[config.mk]
export PLATFORM = sky130hd
export DESIGN_NAME = script_token_scanner_top
export DESIGN_NICKNAME = d
export VERILOG_FILES = /design/src/design/sts_pkg.sv /design/src/design/script_token_scanner_top.sv
export SDC_FILE = /design/constraint.sdc
export NUM_CORES = 1
export LEC_CHECK = 0
export BUFFER_PORTS_ARGS = -buffer_cell sky130_fd_sc_hd__buf_2
export CORE_AREA = 2 2 215 217
export CTS_CLUSTER_DIAMETER = 150
export CTS_CLUSTER_SIZE = 40
export DETAILED_ROUTE_END_ITERATION = 8
export DIE_AREA = 0 0 217 219
export PLACE_DENSITY_LB_ADDON = 0.2
export SYNTH_ARGS = -nofsm -noshare
export SYNTH_HDL_FRONTEND = slang
export SYNTH_SLANG_ARGS = --single-unit
[constraint.sdc]
create_clock -name clk -period 5.9 [get_ports clk]
set_input_delay 0 -clock clk [delete_from_list [all_inputs] [get_ports clk]]
set_output_delay 0 -clock clk [all_outputs]
set_load 0.02 [all_outputs]
[src/design/sts_pkg.sv]
// Shared types, constants and lookup functions for the script token scanner.
`default_nettype none
package sts_pkg;

	localparam int POS_BITS_DEF      = 24;
	localparam int KEYWORD_CHARS_DEF = 5;
	localparam int FIELD_W           = 24;
	localparam int KIND_W            = 5;

	typedef enum logic [1:0] {
		MODE_IDLE    = 2'd0,
		MODE_NAME    = 2'd1,
		MODE_NUMBER  = 2'd2,
		MODE_COMMENT = 2'd3
	} mode_t;

	localparam logic [KIND_W-1:0] KIND_END    = 5'd0;
	localparam logic [KIND_W-1:0] KIND_NAME   = 5'd1;
	localparam logic [KIND_W-1:0] KIND_NUMBER = 5'd2;
	localparam logic [KIND_W-1:0] KIND_INT    = 5'd3;
	localparam logic [KIND_W-1:0] KIND_CHAR   = 5'd4;
	localparam logic [KIND_W-1:0] KIND_FUNC   = 5'd5;
	localparam logic [KIND_W-1:0] KIND_IF     = 5'd6;
	localparam logic [KIND_W-1:0] KIND_WHILE  = 5'd7;
	localparam logic [KIND_W-1:0] KIND_LPAREN = 5'd8;
	localparam logic [KIND_W-1:0] KIND_RPAREN = 5'd9;
	localparam logic [KIND_W-1:0] KIND_LBRACE = 5'd10;
	localparam logic [KIND_W-1:0] KIND_RBRACE = 5'd11;
	localparam logic [KIND_W-1:0] KIND_PLUS   = 5'd12;
	localparam logic [KIND_W-1:0] KIND_MINUS  = 5'd13;
	localparam logic [KIND_W-1:0] KIND_STAR   = 5'd14;
	localparam logic [KIND_W-1:0] KIND_SLASH  = 5'd15;
	localparam logic [KIND_W-1:0] KIND_EQUAL  = 5'd16;
	localparam logic [KIND_W-1:0] KIND_GT     = 5'd17;
	localparam logic [KIND_W-1:0] KIND_LT     = 5'd18;
	localparam logic [KIND_W-1:0] KIND_COMMA  = 5'd19;
	localparam logic [KIND_W-1:0] KIND_CARET  = 5'd20;

	// keyword spellings, first character in the high byte
	localparam logic [23:0] KW_INT   = 24'h69_6e_74;
	localparam logic [31:0] KW_CHAR  = 32'h63_68_61_72;
	localparam logic [31:0] KW_FUNC  = 32'h66_75_6e_63;
	localparam logic [15:0] KW_IF    = 16'h69_66;
	localparam logic [39:0] KW_WHILE = 40'h77_68_69_6c_65;

	localparam logic [7:0] CH_SPACE = 8'h20;
	localparam logic [7:0] CH_TAB   = 8'h09;
	localparam logic [7:0] CH_CR    = 8'h0d;
	localparam logic [7:0] CH_LF    = 8'h0a;
	localparam logic [7:0] CH_HASH  = 8'h23;

	typedef struct packed {
		logic [7:0] byte_value;
		logic       final_byte;
	} scan_in_t;

	typedef struct packed {
		logic [KIND_W-1:0]  token_kind;
		logic [FIELD_W-1:0] token_start;
		logic [FIELD_W-1:0] token_length;
		logic [FIELD_W-1:0] token_line;
		logic               last_result;
	} scan_out_t;

	function automatic logic [KIND_W-1:0] punct_kind(input logic [7:0] c);
		logic [KIND_W-1:0] k;
		begin
			case (c)
				8'h28: k = KIND_LPAREN;
				8'h29: k = KIND_RPAREN;
				8'h7b: k = KIND_LBRACE;
				8'h7d: k = KIND_RBRACE;
				8'h2b: k = KIND_PLUS;
				8'h2d: k = KIND_MINUS;
				8'h2a: k = KIND_STAR;
				8'h2f: k = KIND_SLASH;
				8'h3d: k = KIND_EQUAL;
				8'h3e: k = KIND_GT;
				8'h3c: k = KIND_LT;
				8'h2c: k = KIND_COMMA;
				8'h5e: k = KIND_CARET;
				default: k = KIND_END;
			endcase
			return k;
		end
	endfunction

	function automatic logic is_letter(input logic [7:0] c);
		return (c >= 8'h61 && c <= 8'h7a) || (c >= 8'h41 && c <= 8'h5a);
	endfunction

	function automatic logic is_digit(input logic [7:0] c);
		return c >= 8'h30 && c <= 8'h39;
	endfunction

endpackage
`default_nettype wire

[src/design/script_token_scanner_top.sv]
// Script token scanner: one source byte per request in, tokens out.
// Latency: a token appears on tok_* the cycle after the byte that closes it is taken.
// Throughput: one byte per cycle while tok_ready is high and each byte yields at most one
// token; a byte that yields two or three tokens holds src_ready low until only its last
// token is left and being taken.
// Reset: arst_n clears the scanner to idle, position 0, line 1, and empties the buffer.
`default_nettype none
module script_token_scanner_top #(
	parameter int POS_BITS      = sts_pkg::POS_BITS_DEF,
	parameter int KEYWORD_CHARS = sts_pkg::KEYWORD_CHARS_DEF
) (
	input  wire               clk,
	input  wire               arst_n,
	input  wire               src_valid,
	output logic              src_ready,
	input  wire sts_pkg::scan_in_t src_data,
	output logic              tok_valid,
	input  wire               tok_ready,
	output sts_pkg::scan_out_t tok_data
);

	localparam int WIN_W = KEYWORD_CHARS * 8;
	localparam logic [POS_BITS-1:0] POS_MAX = {POS_BITS{1'b1}};

	sts_pkg::mode_t mode_q, mode_d;
	logic [POS_BITS-1:0] pos_q, pos_d;
	logic [POS_BITS-1:0] line_q, line_d;
	logic [POS_BITS-1:0] pstart_q, pstart_d;
	logic [POS_BITS-1:0] plen_q, plen_d;
	logic [WIN_W-1:0]    win_q, win_d;

	sts_pkg::scan_out_t slot_q [3];
	sts_pkg::scan_out_t new_slot [3];
	logic [1:0] cnt_q, new_cnt;

	sts_pkg::scan_out_t tok_f, tok_m, tok_e;
	logic v_f, v_m, v_e;
	logic push, pop;
	logic [7:0] c;
	logic fin;

	function automatic logic [POS_BITS-1:0] sat_inc(input logic [POS_BITS-1:0] v);
		return (v == POS_MAX) ? v : v + POS_BITS'(1);
	endfunction

	function automatic logic [sts_pkg::KIND_W-1:0] name_kind(
		input logic [WIN_W-1:0] w,
		input logic [POS_BITS-1:0] len
	);
		logic [sts_pkg::KIND_W-1:0] k;
		begin
			k = sts_pkg::KIND_NAME;
			if (len == POS_BITS'(3) && w == WIN_W'(sts_pkg::KW_INT))
				k = sts_pkg::KIND_INT;
			else if (len == POS_BITS'(4) && w == WIN_W'(sts_pkg::KW_CHAR))
				k = sts_pkg::KIND_CHAR;
			else if (len == POS_BITS'(4) && w == WIN_W'(sts_pkg::KW_FUNC))
				k = sts_pkg::KIND_FUNC;
			else if (len == POS_BITS'(2) && w == WIN_W'(sts_pkg::KW_IF))
				k = sts_pkg::KIND_IF;
			else if (len == POS_BITS'(5) && w == WIN_W'(sts_pkg::KW_WHILE))
				k = sts_pkg::KIND_WHILE;
			return k;
		end
	endfunction

	assign c    = src_data.byte_value;
	assign fin  = src_data.final_byte;
	assign tok_valid = (cnt_q != 2'd0);
	assign tok_data  = slot_q[0];
	assign pop  = tok_valid && tok_ready;
	// buffer holds one byte's tokens; take the next byte once at most one is left and leaving
	assign src_ready = (cnt_q == 2'd0) || (cnt_q == 2'd1 && tok_ready);
	assign push = src_valid && src_ready;

	always_comb begin
		mode_d   = mode_q;
		line_d   = line_q;
		pstart_d = pstart_q;
		plen_d   = plen_q;
		win_d    = win_q;
		v_f = 1'b0;
		v_m = 1'b0;
		v_e = 1'b0;
		tok_f = '0;
		tok_m = '0;
		tok_e = '0;

		if ((mode_q == sts_pkg::MODE_NAME && (sts_pkg::is_letter(c) || sts_pkg::is_digit(c)))
			|| (mode_q == sts_pkg::MODE_NUMBER && sts_pkg::is_digit(c))) begin
			if (plen_q < POS_BITS'(KEYWORD_CHARS))
				win_d = {win_q[WIN_W-9:0], c};
			plen_d = sat_inc(plen_q);
		end else if (mode_q == sts_pkg::MODE_COMMENT) begin
			if (c == sts_pkg::CH_LF) begin
				line_d = sat_inc(line_q);
				mode_d = sts_pkg::MODE_IDLE;
			end
		end else begin
			// close the open name or number
			if (mode_q == sts_pkg::MODE_NAME || mode_q == sts_pkg::MODE_NUMBER) begin
				v_f = 1'b1;
				tok_f.token_kind   = (mode_q == sts_pkg::MODE_NAME) ?
					name_kind(win_q, plen_q) : sts_pkg::KIND_NUMBER;
				tok_f.token_start  = sts_pkg::FIELD_W'(pstart_q);
				tok_f.token_length = sts_pkg::FIELD_W'(plen_q);
				tok_f.token_line   = sts_pkg::FIELD_W'(line_q);
			end
			mode_d = sts_pkg::MODE_IDLE;
			if (c == sts_pkg::CH_SPACE || c == sts_pkg::CH_TAB || c == sts_pkg::CH_CR) begin
				mode_d = sts_pkg::MODE_IDLE;
			end else if (c == sts_pkg::CH_LF) begin
				line_d = sat_inc(line_q);
			end else if (c == sts_pkg::CH_HASH) begin
				mode_d = sts_pkg::MODE_COMMENT;
			end else if (sts_pkg::is_letter(c) || sts_pkg::is_digit(c)) begin
				mode_d   = sts_pkg::is_letter(c) ? sts_pkg::MODE_NAME : sts_pkg::MODE_NUMBER;
				pstart_d = pos_q;
				plen_d   = POS_BITS'(1);
				win_d    = WIN_W'(c);
			end else begin
				v_m = 1'b1;
				tok_m.token_kind   = sts_pkg::punct_kind(c);
				tok_m.token_start  = sts_pkg::FIELD_W'(pos_q);
				tok_m.token_length = sts_pkg::FIELD_W'(1);
				tok_m.token_line   = sts_pkg::FIELD_W'(line_q);
			end
		end

		pos_d = sat_inc(pos_q);

		if (fin) begin
			// a punctuation token leaves the scanner idle, so this never collides with tok_m
			if (mode_d == sts_pkg::MODE_NAME || mode_d == sts_pkg::MODE_NUMBER) begin
				v_m = 1'b1;
				tok_m.token_kind   = (mode_d == sts_pkg::MODE_NAME) ?
					name_kind(win_d, plen_d) : sts_pkg::KIND_NUMBER;
				tok_m.token_start  = sts_pkg::FIELD_W'(pstart_d);
				tok_m.token_length = sts_pkg::FIELD_W'(plen_d);
				tok_m.token_line   = sts_pkg::FIELD_W'(line_d);
			end
			v_e = 1'b1;
			tok_e.token_kind   = sts_pkg::KIND_END;
			tok_e.token_start  = sts_pkg::FIELD_W'(pos_d);
			tok_e.token_length = '0;
			tok_e.token_line   = sts_pkg::FIELD_W'(line_d);
			mode_d   = sts_pkg::MODE_IDLE;
			pos_d    = '0;
			line_d   = POS_BITS'(1);
			pstart_d = '0;
			plen_d   = '0;
			win_d    = '0;
		end

		tok_e.last_result = 1'b1;
		tok_m.last_result = !v_e;
		tok_f.last_result = !v_m && !v_e;

		// pack the valid tokens to the front, in order
		new_slot[0] = v_f ? tok_f : (v_m ? tok_m : tok_e);
		new_slot[1] = (v_f && v_m) ? tok_m : tok_e;
		new_slot[2] = tok_e;
		new_cnt = 2'(v_f) + 2'(v_m) + 2'(v_e);
	end

	always_ff @(posedge clk or negedge arst_n) begin
		if (!arst_n) begin
			mode_q   <= sts_pkg::MODE_IDLE;
			pos_q    <= '0;
			line_q   <= POS_BITS'(1);
			pstart_q <= '0;
			plen_q   <= '0;
			win_q    <= '0;
		end else if (push) begin
			mode_q   <= mode_d;
			pos_q    <= pos_d;
			line_q   <= line_d;
			pstart_q <= pstart_d;
			plen_q   <= plen_d;
			win_q    <= win_d;
		end
	end

	always_ff @(posedge clk or negedge arst_n) begin
		if (!arst_n) begin
			cnt_q <= 2'd0;
		end else if (push) begin
			cnt_q <= new_cnt;
		end else if (pop) begin
			cnt_q <= cnt_q - 2'd1;
		end
	end

	always_ff @(posedge clk) begin
		if (push) begin
			slot_q[0] <= new_slot[0];
			slot_q[1] <= new_slot[1];
			slot_q[2] <= new_slot[2];
		end else if (pop) begin
			slot_q[0] <= slot_q[1];
			slot_q[1] <= slot_q[2];
		end
	end

`ifndef SYNTHESIS
	a_last_slot_marked: assert property (@(posedge clk) disable iff (!arst_n)
		tok_valid && cnt_q == 2'd1 |-> tok_data.last_result)
		else $error("final buffered token lacks last_result");

	a_final_restarts: assert property (@(posedge clk) disable iff (!arst_n)
		push && src_data.final_byte |=> mode_q == sts_pkg::MODE_IDLE && pos_q == '0
			&& line_q == POS_BITS'(1))
		else $error("scanner not back at start after final byte");

	a_final_gives_token: assert property (@(posedge clk) disable iff (!arst_n)
		push && src_data.final_byte |=> tok_valid)
		else $error("final byte produced no end token");

	a_line_nonzero: assert property (@(posedge clk) disable iff (!arst_n)
		line_q != '0)
		else $error("line counter reached zero");
`endif

endmodule
`default_nettype wire

==> flow_metrics.tcl <==
set metrics [dict create \
    outcome "completed" \
    max_stage_delay_ns 0.89 \
    slowest_stage "o32ai_4" \
    synthXorXnorAreaFrac_pct 2.083 \
    critPathArrivalTime_ns 5.24 \
    drc 0 \
    grt_max_degree 128 \
    root_buffer "clkbuf_16" \
    grt_first_pass_wirelength_um 97430 \
    path_max_fanout 23 \
    synth_nets 2286 \
    fin_cells 2761 \
    synthCells 2260 \
    core_area_sq_um 45090 \
    antenna_found_initial 1 \
    ant_nets 0 \
    die_h_um 219 \
    cts_tree "built" \
    clk_path_buf_depth 3 \
    synth_top_area_cell "edfxtp_1" \
    rows 78 \
    yosysSeqAreaShare_pct 47.71 \
    synth_common_cells "nand2_1 (286), nor2_1 (257), edfxtp_1 (204)" \
    max_freq_ghz 0.2046 \
    synthFlopType "edfxtp_1" \
    async_flop_share_pct 40.70 \
    final-setup-viol-count 0 \
    synth_top_area_share_pct 30.35 \
    path_cells "inv_1 > ha_1 > inv_1 > o32ai_4 > nor2_1 > nor2_1 > a21oi_1 > ha_1 > nand2b_1 > nand3_1 > o21ai_0 > nand2_1 > nand2_1 > a31oi_1 > a221o_1 > a31oi_1" \
    wire_per_inst_um 22.57 \
    worstSetupEndpointType "flip-flop" \
    ys_top_cells_by_area "edfxtp_1 (30%), dfrtp_1 (17%), nand2_1 (5.3%), o21ai_0 (5.0%), nor2_1 (4.8%)" \
    tightestPinTransition_ns 1.098 \
    overflow 0 \
    drv_cap 0 \
    htree_levels 1 \
    rsz0062_at_grt "no" \
    layout-drive-gt1-share_pct 8.519 \
    synth_top_family_by_area "compound AO/OA/AOI/OAI gates" \
    ys_ff_latch 344 \
    slew_violations 0 \
    whs_ns 0.07379 \
    grt_pass1_vias 15900 \
    synth_compound_area_share_pct 20.86 \
    finish.instance_area_sq_um 20990 \
    hold_viol 0 \
    fin_crit_ns 4.888 \
    wirelength_um 62300 \
    crit_type "reg -> reg" \
    leakagePower_nw 7.721 \
    drt-initial-drc-count 1821 \
    synth_most_common_cell "nand2_1" \
    setup_tns_ns 0 \
    ctsResizeCount 0 \
    final_nets 2179 \
    relSlewSlack_pct 26.75 \
    synth_mux_area_share_pct 1.605 \
    dpl.cell_count 2726 \
    dr.pass1.iters 6 \
    finClkSkew_ns 0.04515 \
    vias 16920 \
    syn2layout_area_growth_pct 3.991 \
    worstPathRequired_ns 6.25 \
    top_level_ports 93 \
    syn-mean-instance-area_sq_um 8.932 \
    critPathLaunchType "flip-flop" \
    dieWidth_um 217 \
    hold_buffers 12 \
    gp_congestion 0.9784 \
    syn_area_sq_um 20190 \
    cts_setup_buffers 0 \
    place_hpwl_um 41290 \
    cts.clk_slew.worst_paths_ns 0.13 \
    power_density_nw_per_um2 449.3 \
    numCtsBuffers 13 \
    synth_adder_area_share_pct 0.8429 \
    initial_core_util_pct 44.77 \
    clk_latency_ns 0.55 \
    ir_drop_v 0.0005716 \
    io_buffers 92 \
    ys_warn_count 0 \
    synth_simple_gate_area_share_pct 19.52 \
    fillers 4390 \
    die_area_sq_um 47520 \
    synth-edff-count 204 \
    placed_area_sq_um 20460 \
    yosysUniqueCellTypes 91 \
    grt.total_usage_pct 26.11 \
    cts.sinks 344 \
    viasPerCell 6.128 \
    period_share_pct 82.84 \
    hold_path.class "in -> async" \
]
-- power breakdown --
part / internal [W] / switching, W
Sequential: 0.00349 / 0.000599
Clock: 0.000444 / 0.000806
Combinational: 0.00125 / 0.00284
Total: 0.00518 / 0.00425
-- placed cells by master (no fill, tap or decap), types with 14 or more instances in the layout --
master,synthesis,layout
a21oi_1,152,152
a221oi_1,31,31
a22o_1,24,24
a22oi_1,85,85
a31oi_1,35,35
and3_1,36,36
buf_2,15,90
buf_4,79,43
dfrtp_1,139,139
edfxtp_1,204,204
inv_1,39,39
mux2i_1,29,29
nand2_1,286,283
nand3_1,66,65
nand4_1,35,35
nor2_1,257,254
nor2b_1,14,14
nor3_1,52,52
nor4_1,21,21
o21ai_0,200,200
o22ai_1,21,21
xnor2_1,28,28
xor2_1,20,20
-- flip-flops by register name, indices dropped and copies added, names as in the netlist --
name      flops
win_q        40
pstart_q     24
plen_q       24
cnt_q         2
pos_q        24
line_q       24
slot_q      204
mode_q        2
-- layout make-up --
type	count	area, sq um	share of cell area, %
Sequential cell	344	9630	45.88
Multi-Input combinational cell	1605	9115	43.42
Timing Repair Buffer	147	924.6	4.405
Tap cell	600	750.7	3.576
Clock buffer	18	344.1	1.639
Inverter	42	157.7	0.7510
Clock inverter	4	67.56	0.3219
Antenna cell	1	2.502	0.01192
-- per-stage QoR --
step                total power, W  utilization (%)  worst slack [ns]
global route               0.01003            46.55            0.5215
detailed placement        0.008196            45.37             1.140
global placement          0.008121            45.37             1.212
floorplan                 0.007034                -             1.091
CTS                       0.009469            46.55             1.104
finish                    0.009433            46.56             1.012
-- cell families (layout without fill, tap and decap cells) --
group,Yosys count,after routing
AOI/OAI and AO/OA,661,661
xor gates and xnor gates,48,48
adders and majority gates,13,13
buffers and inverters,311,211
DFF,344,344
muxes,32,32
other,0,1
and+or+nand+nor,851,851
-- worst paths after layout --
check / start / endpoint / slack (ns) / cells past startpoint
max: mode_q[1]$_DFFE_PN0P_ / slot_q[0][74]$_DFFE_PP_ / 1.01 / 16
min: arst_n / win_q[3]$_DFFE_PN0P_ / 0.07 / 2
max reg2reg: mode_q[1]$_DFFE_PN0P_ / slot_q[0][74]$_DFFE_PP_ / 1.01 / 16
min reg2reg: win_q[7]$_DFFE_PN0P_ / win_q[7]$_DFFE_PN0P_ / 0.53 / 1
max in group asynchronous: arst_n / win_q[28]$_DFFE_PN0P_ / 4.34 / 3
min in group clk: src_data[8] / slot_q[0][155]$_SDFFCE_PP0P_ / 0.23 / 4
-- worst max-delay path: cells and delay by family, from the launching register on --
family | cells | cell delay (ns)
simple gates | 6 | 1.38
flops | 1 | 0.43
compound gates | 6 | 1.96
buf+inv | 2 | 0.22
fa+ha+maj | 2 | 0.73
-- per-layer routing --
layer  wire length [um]  vias up  part of all wire [%]  track usage (%)
met2              28760      562                    46            41.50
met1              28820     8354                    46            38.89
li1                   -     7938                     -                -
met5                  0        -                     0                0
met4               1262        0                   2.0            6.119
met3               3469       65                   5.6            1.913
(Power assumes the default switching activity.)
